<file path="config.mk">
export PLATFORM = sky130hd
export DESIGN_NAME = epw_div
export DESIGN_NICKNAME = d
export VERILOG_FILES = /design/src/design/epw_pkg.sv /design/src/design/epw_div.sv
export SDC_FILE = /design/constraint.sdc
export NUM_CORES = 2
export LEC_CHECK = 0
export ABC_AREA = 0
export BUFFER_PORTS_ARGS = -buffer_cell sky130_fd_sc_hd__buf_2
export CORE_MARGIN = 3
export CORE_UTILIZATION = 31
export CTS_CLUSTER_DIAMETER = 60
export DETAILED_ROUTE_END_ITERATION = 12
export GPL_ROUTABILITY_DRIVEN = 0
export GPL_TIMING_DRIVEN = 0
export SLEW_MARGIN = 20
export SYNTH_ARGS = -nofsm -noshare
export SYNTH_HDL_FRONTEND = slang
export SYNTH_MEMORY_MAX_BITS = 65536
export SYNTH_SLANG_ARGS = --single-unit
</file>
<file path="constraint.sdc">
create_clock -name clk -period 3.98 [get_ports clk]
set_input_delay 0.199 -clock clk [delete_from_list [all_inputs] [get_ports clk]]
set_output_delay 0.199 -clock clk [all_outputs]
set_load 0.1 [all_outputs]
</file>
<file path="src/design/epw_pkg.sv">
// ============================================================================
// epw_pkg: shared types and constants for the epispiral point warp
// Fixed-point formats, CORDIC angle table, register indexes and stage payloads.
// ============================================================================
package epw_pkg;

	localparam int FRAC_BITS     = 16;
	localparam int CORDIC_STAGES = 20;

	localparam int ROT_W    = 34;
	localparam int Z_W      = 34;
	localparam int VEC_W    = 36;
	localparam int Q_BITS   = 33;
	localparam int DIV_SHIFT = 30;
	localparam int ROT_LAT  = CORDIC_STAGES + 1;
	localparam int DIV_LAT  = Q_BITS + 1;

	localparam logic signed [ROT_W-1:0] CORDIC_GAIN = 34'sd652032874;
	localparam logic [31:0]             TURN_HALF   = 32'h8000_0000;
	localparam logic signed [31:0]      I32_MAX     = 32'sh7FFF_FFFF;
	localparam logic signed [31:0]      I32_MIN     = 32'sh8000_0000;

	localparam logic signed [31:0] PETAL_RST  = 32'(6 << FRAC_BITS);
	localparam logic signed [31:0] THICK_RST  = 32'sd0;
	localparam logic signed [31:0] HOLE_RST   = 32'(1 << FRAC_BITS);
	localparam logic signed [31:0] WEIGHT_RST = 32'(1 << FRAC_BITS);

	typedef enum logic [1:0] {
		REG_PETAL  = 2'd0,
		REG_THICK  = 2'd1,
		REG_HOLE   = 2'd2,
		REG_WEIGHT = 2'd3
	} reg_idx_t;

	typedef struct packed {
		logic signed [31:0] ax;
		logic signed [31:0] ay;
		logic [30:0]        mn;
		logic               nneg;
	} vec_side_t;

	typedef struct packed {
		logic signed [31:0]      ax;
		logic signed [31:0]      ay;
		logic signed [ROT_W-1:0] ct;
		logic signed [ROT_W-1:0] st;
	} div_side_t;

	typedef struct packed {
		logic den_zero;
		logic too_big;
		logic neg;
		logic num_neg;
	} div_flags_t;

	// atan(2^-i) in binary angle units, one turn = 2^32
	function automatic logic [31:0] atan_bam(input logic [4:0] i);
		logic [31:0] r;
		unique case (i)
			5'd0:  r = 32'h20000000;
			5'd1:  r = 32'h12E4051E;
			5'd2:  r = 32'h09FB385B;
			5'd3:  r = 32'h051111D4;
			5'd4:  r = 32'h028B0D43;
			5'd5:  r = 32'h0145D7E1;
			5'd6:  r = 32'h00A2F61E;
			5'd7:  r = 32'h00517C55;
			5'd8:  r = 32'h0028BE53;
			5'd9:  r = 32'h00145F2F;
			5'd10: r = 32'h000A2F98;
			5'd11: r = 32'h000517CC;
			5'd12: r = 32'h00028BE6;
			5'd13: r = 32'h000145F3;
			5'd14: r = 32'h0000A2FA;
			5'd15: r = 32'h0000517D;
			5'd16: r = 32'h000028BE;
			5'd17: r = 32'h0000145F;
			5'd18: r = 32'h00000A30;
			5'd19: r = 32'h00000518;
			5'd20: r = 32'h0000028C;
			5'd21: r = 32'h00000146;
			5'd22: r = 32'h000000A3;
			5'd23: r = 32'h00000051;
			5'd24: r = 32'h00000029;
			5'd25: r = 32'h00000014;
			5'd26: r = 32'h0000000A;
			5'd27: r = 32'h00000005;
			5'd28: r = 32'h00000003;
			5'd29: r = 32'h00000001;
			5'd30: r = 32'h00000001;
			5'd31: r = 32'h00000000;
		endcase
		return r;
	endfunction

endpackage

</file>
<file path="src/design/epw_div.sv">
// ============================================================================
// epw_div: pipelined radius divider
// (|num| << 30) / |cos| as restoring division, one quotient bit per stage.
// ============================================================================
module epw_div (
	input  logic                              clk,
	input  logic                              arst_n,
	input  logic                              en,
	input  logic                              feed_valid,
	input  logic [30:0]                       num_mag,
	input  logic                              num_neg,
	input  logic signed [epw_pkg::ROT_W-1:0]  den,
	output logic                              res_valid,
	output logic [epw_pkg::Q_BITS-1:0]        quo,
	output epw_pkg::div_flags_t               flags
);
	localparam int Q  = epw_pkg::Q_BITS;
	localparam int RW = epw_pkg::ROT_W;

	logic [31:0]         mc_in;
	epw_pkg::div_flags_t fl_in;

	logic [31:0]         mc_s1;
	logic [30:0]         mn_s1;
	logic [31:0]         rem_s1;
	epw_pkg::div_flags_t fl_s1;
	logic                vld_s1;

	logic [31:0]         mc_sd  [1:Q];
	logic [30:0]         mn_sd  [1:Q];
	logic [31:0]         rem_sd [1:Q];
	logic [Q-1:0]        quo_sd [1:Q];
	epw_pkg::div_flags_t fl_sd  [1:Q];
	logic                vld_sd [1:Q];

	assign mc_in = den[RW-1] ? 32'(-den) : den[31:0];

	always_comb begin
		fl_in.den_zero = (mc_in == '0);
		fl_in.too_big  = ({4'b0, num_mag} >= {mc_in, 3'b0});
		fl_in.neg      = num_neg ^ den[RW-1];
		fl_in.num_neg  = num_neg;
	end

	always_ff @(posedge clk or negedge arst_n) begin
		if (!arst_n) begin
			vld_s1 <= 1'b0;
		end else if (en) begin
			vld_s1 <= feed_valid;
		end
	end

	always_ff @(posedge clk) begin
		if (en) begin
			mc_s1  <= mc_in;
			mn_s1  <= num_mag;
			rem_s1 <= 32'(num_mag >> 3);
			fl_s1  <= fl_in;
		end
	end

	for (genvar k = 0; k < Q; k++) begin : g_bit
		localparam int B = Q - 1 - k;
		logic [31:0]         mci, remi;
		logic [30:0]         mni;
		logic [Q-1:0]        quoi;
		epw_pkg::div_flags_t fli;
		logic                vi, dbit, ge;
		logic [32:0]         trial;

		if (k == 0) begin : g_head
			assign mci  = mc_s1;
			assign mni  = mn_s1;
			assign remi = rem_s1;
			assign quoi = '0;
			assign fli  = fl_s1;
			assign vi   = vld_s1;
		end else begin : g_body
			assign mci  = mc_sd[k];
			assign mni  = mn_sd[k];
			assign remi = rem_sd[k];
			assign quoi = quo_sd[k];
			assign fli  = fl_sd[k];
			assign vi   = vld_sd[k];
		end

		if (B >= epw_pkg::DIV_SHIFT) begin : g_num
			assign dbit = mni[B-epw_pkg::DIV_SHIFT];
		end else begin : g_zero
			assign dbit = 1'b0;
		end

		assign trial = {remi, dbit};
		assign ge    = (trial >= {1'b0, mci});

		always_ff @(posedge clk or negedge arst_n) begin
			if (!arst_n) begin
				vld_sd[k+1] <= 1'b0;
			end else if (en) begin
				vld_sd[k+1] <= vi;
			end
		end

		always_ff @(posedge clk) begin
			if (en) begin
				rem_sd[k+1] <= ge ? 32'(trial - {1'b0, mci}) : trial[31:0];
				quo_sd[k+1] <= {quoi[Q-2:0], ge};
				mc_sd[k+1]  <= mci;
				mn_sd[k+1]  <= mni;
				fl_sd[k+1]  <= fli;
			end
		end
	end

	assign res_valid = vld_sd[Q];
	assign quo       = quo_sd[Q];
	assign flags     = fl_sd[Q];

endmodule

</file>
* After elaboration in Yosys (flattened, before gate mapping)
Memories as Yosys holds them, arrays and structs flattened. Index checks and enable logic that the tools add are counted.
Word-level totals: memory bits (writable) 4356, memories kept 5, input port bits 70, register bits 129
Cells by class: multiplexer cells 36, add/subtract/negate cells 34, reductions and logical operators 1, bitwise logic cells 1, magnitude comparators 34
Memories:
- quo_sd | depth 33, width 33, rd ports 33, clocked after memory_dff 0, write ports 33, line epw_div.sv:32 | logic [Q-1:0] quo_sd [1:Q];
- mc_sd | depth 33, width 32, rd ports 32, clocked after memory_dff 0, write ports 33, line epw_div.sv:29 | logic [31:0] mc_sd [1:Q];
- rem_sd | depth 33, width 32, rd ports 32, clocked after memory_dff 0, write ports 33, line epw_div.sv:31 | logic [31:0] rem_sd [1:Q];
- mn_sd | depth 33, width 31, rd ports 32, clocked after memory_dff 0, write ports 33, line epw_div.sv:30 | logic [30:0] mn_sd [1:Q];
- fl_sd | depth 33, width 4, rd ports 33, clocked after memory_dff 0, write ports 33, line epw_div.sv:33 | epw_pkg::div_flags_t fl_sd [1:Q];
Operators with widths (count):
- two-way mux 32 bit | 34
- >= comparator 33 x 32 -> 1 bit | 32
- subtractor 32 bit | 32
- >= comparator 31 x 35 -> 1 bit | 1
- >= comparator 29 x 32 -> 1 bit | 1
- zero test 32 bit | 1
- negator 32 bit | 1
- subtractor 29 x 32 -> 32 bit | 1
- two-way mux 1 bit | 2
- bitwise XOR 1 bit | 1

* Longest topological paths before layout
word-level depth 3, depth in mapped cells 17, mapped depth without buffers 17

* Worst setup path after synthesis
OpenSTA, ideal clock, no wires.
path type input -> register, start point input port den[6] (netlist bit), end point register fl_s1[2] (netlist bit), data pin, arrival 3244 ps, cell stages on the path 16, slack 477 ps, buffers on the path 0, setup time 259 ps, cell sequence or4_1 > nor4_2 > nand3_1 > or2_2 > o41ai_1 > xnor2_1 > inv_1 > ha_1 > and4_1 > a21oi_1 > nand2_1 > a21oi_1 > nor2b_1 > o21ai_0 > a31oi_1 > o31a_1
RTL lines:
- start: declaration | line epw_div.sv:12 | input logic signed [epw_pkg::ROT_W-1:0] den,
- end signal: assignment | line epw_div.sv:58 | fl_s1 <= fl_in;
- end: declaration | line epw_div.sv:26 | epw_pkg::div_flags_t fl_s1;

==> impl_metrics.yaml <==
outcome:
  status: "complete, no violations"
synth:
  synth_fa_ha_area_share_pct: 9.31
  synth_compound_area_share_pct: 13.9
  ys_seq_area_share_pct: 56.0
  ys_seq_elements: 2845
  yosysWarningCount: 0
  synth_top_area_share_pct: 55.4
  synth_area_um2: 152000
  synth_top_family_by_area: "compound AO/OA/AOI/OAI gates"
  syn_area_per_cell_um2: 11.7
  synth_area_leaders: "edfxtp_1, ha_1, inv_1, o21ai_0, a21oi_1"
  yosys.area_share.xor_xnor_pct: 4.96
  yosysUniqueCellTypes: 108
  syn_inst: 13000
  syn_nets: 14200
  synth-simple-area-share_pct: 8.77
  synth_edf_count: 2811
  async_reset_ff_share_pct: 1.20
  yosysTopAreaCell: "edfxtp_1"
  synth_ff_type: "edfxtp_1"
  synth_mux_area_share_pct: 3.05
drt:
  highest_layer: "met4"
  wl_per_cell_um: 17.5
  dr_wl_met3_mm: 15.5
  vias_per_cell: 4.90
  drc: 0
  wl_met1_mm: 150
  met2_wirelength_mm: 177
  wirelength_mm: 358
  drt_first_iter_violations: 7182
  vias: 100000
  ant_nets: 0
  first_pass_iters: 6
clock_network:
  numCtsBuffers: 365
  cts_root_buf: "clkbuf_16"
  htree_levels: 5
  cts_buffer_depth: 4
  clk_pin_slew_ps: 60
  cts_sinks: 2845
  clock_latency_ps: 980
  cts_tree: "done"
sta:
  slew_headroom_pct: 46.5
  finalCritPeriodShare_pct: 99.0
  final_max_slew_viol_count: 0
  fin_ws_ps: 40.7
  fmax_mhz: 254
  report.final.hold_viol_count: 0
  worst_slew_pin_slew_ps: 802
  setup-violations-final: 0
  finClkSkew_ps: 110
  fin_crit_ps: 3940
run:
  cap_violations: 0
cells_and_area:
  layout.nets: 14900
  layout_common_cells: "edfxtp_1, inv_1, ha_1"
  layout_commonest_cell: "edfxtp_1"
  drive_gt1_share_pct: 11.1
  syn_to_final_growth_pct: 16.4
  postLayoutCoreUtil_pct: 36.3
global_routing:
  overflow: 0
  gr-usage-all-layers_pct: 13.8
  grt_max_degree: 148
  grt_pass1_wl_mm: 555
  antenna_found_initial: 11
  grt_pass1_vias: 98500
place:
  dp_worst_setup_slack_ps: -958
  dp.final_hpwl_mm: 264
  io_buffer_count: 106
floorplan:
  rows: 256
  die_x_um: 707
  start_util_pct: 31.2
  core_um2: 488000
  io_pins: 108
  die-height_um: 707
  die-area_um2: 500000
critical_path:
  startpoint: "rem_sd[0][481]$_DFFE_PP_"
  critPathLaunchType: "register"
  worstPathMaxFanout: 4
  reg2reg_from: "rem_sd[0][481]$_DFFE_PP_"
  crit_top_cell: "o21ai_0"
  reg2reg_depth: 12
  endpoint_kind: "register"
  cp.arrival_ps: 4540
  crit_family: "compound AO/OA/AOI/OAI gates"
  path_cells: "ha_1 -> nor2b_1 -> o21ai_0 -> a21boi_0 -> o41ai_1 -> a31oi_1 -> o21a_1 -> o21ai_0 -> o31ai_1 -> a31oi_1 -> xor2_1 -> o21ai_0"
  critPathBufInv: 0
  path_class: "register to register"
  slowest_delay_ps: 610
  r2r_slack_ps: 40
  critPathRequiredTime_ps: 4580
  reg2reg_to: "rem_sd[0][540]$_DFFE_PP_"
  crit_path_top_delay_cell: "o41ai_1"
min_path:
  min_path_cells: 4
  min_to: "g_bit[0].mci[6]$_DFFE_PP_"
  worstHoldStart: "den[6]"
  min_path_type: "input pin to register"
pwr:
  peakVddDrop_v: 0.000489
  power_density_nw_per_um2: 819
  p_leak_nw: 70.8
==> worst max path at each step <==
stage                                           to  slack (ps)  depth (start not counted)
after floorplan                 fl_s1[2]$_DFFE_PP_         480                         16
after global placement    quo_sd[31][18]$_DFFE_PP_      -43910                          1
after detailed placement  rem_sd[0][609]$_DFFE_PP_        -960                         14
after CTS                 rem_sd[0][919]$_DFFE_PP_         0.6                         14
after global routing        quo_sd[5][0]$_DFFE_PP_         -50                         13
final                     rem_sd[0][540]$_DFFE_PP_          40                         12
==> cell families after synthesis <==
family / count (synthesis)
AOI/OAI and AO/OA: 3370
muxes: 409
xor gates and xnor gates: 862
DFF: 2845
adders and majority gates: 1114
buffers and inverters: 1613
and+or+nand+nor: 2832
==> power breakdown <==
part | switching (W) | total (W) | internal (W) | leakage (nW)
registers | 0.00457 | 0.0484 | 0.0439 | 28.0
logic | 0.0359 | 0.0630 | 0.0271 | 36.9
clock network | 0.0135 | 0.0337 | 0.0202 | 6.01
total | 0.0540 | 0.145 | 0.0912 | 70.8
==> layer usage <==
metal  up-vias  track usage (%)
met5         -                0
met4         0             5.76
met3       761             1.81
met2      2291             24.5
met1     48000             16.9
li1      49400                -
==> flip-flops by register name (all words and copies together), names as in the netlist, 4 cells and up <==
name / count
fl_sd: 132
g_bit.mci: 32
mc_sd: 1024
rem_sd: 1024
g_bit.vi: 33
g_bit.mni: 31
fl_s1: 4
quo_sd: 561
==> what timing repair did <==
item,4_1_cts,5_1_grt
endpoints found under the setup margin,929,1004
gates cloned,0,2
pin swaps,23,32
endpoints found under the hold margin,205,0
buffers inserted,36,25
hold buffers,132,0
resized for setup,202,241
==> through the flow <==
step,power [W],area (µm²),instances,setup TNS [ps],hold slack (ps)
after floorplan,0.0925,152000,13000,0,-96.6
after global placement,0.109,161000,19600,-,298
after detailed placement,0.109,161000,19600,-421440,308
after CTS,0.145,176000,20400,0,9.83
after global routing,0.155,177000,20500,-150,93.3
final,0.145,177000,20500,0,152
==> synth_stat cells, types with 40 or more instances <==
| master | count |
|---|---|
| o21a_1 | 176 |
| clkbuf_1 | 210 |
| mux2_2 | 374 |
| nand2_1 | 1045 |
| xnor2_1 | 460 |
| buf_2 | 44 |
| nand3_1 | 206 |
| a21o_1 | 455 |
| nand4_1 | 148 |
| a31oi_1 | 125 |
| nand2b_1 | 159 |
| and3_1 | 77 |
| and2_1 | 50 |
| or3_1 | 44 |
| nor4_1 | 40 |
| o21ai_0 | 976 |
| a211oi_1 | 76 |
| o21bai_1 | 136 |
| nor3_1 | 168 |
| xor2_1 | 402 |
| edfxtp_1 | 2811 |
| inv_1 | 1342 |
| a21oi_1 | 877 |
| o31ai_1 | 94 |
| nor2b_1 | 148 |
| nor2_1 | 610 |
| ha_1 | 1082 |
==> worst reg2reg max path, delay by kind of cell (launching register included) <==
| family | cells | cell delay [ps] |
|---|---|---|
| AO/OA/AOI/OAI | 9 | 2530 |
| XOR/XNOR | 1 | 170 |
| adder cells (fa/ha/maj) | 1 | 350 |
| flip-flops | 1 | 410 |
| AND/OR/NAND/NOR | 1 | 150 |
==> cell type report <==
type | instances | area, µm²
Antenna cell | 10 | 25.0
Buffer | 256 | 1390
Clock buffer | 417 | 9360
Clock inverter | 248 | 3100
Fill cell | 47300 | 310000
Inverter | 1343 | 5060
Multi-Input combinational cell | 8587 | 61800
Sequential cell | 2845 | 85300
Tap cell | 6450 | 8070
Timing Repair Buffer | 323 | 3070
Note: power is estimated with default switching activity, not from simulation.
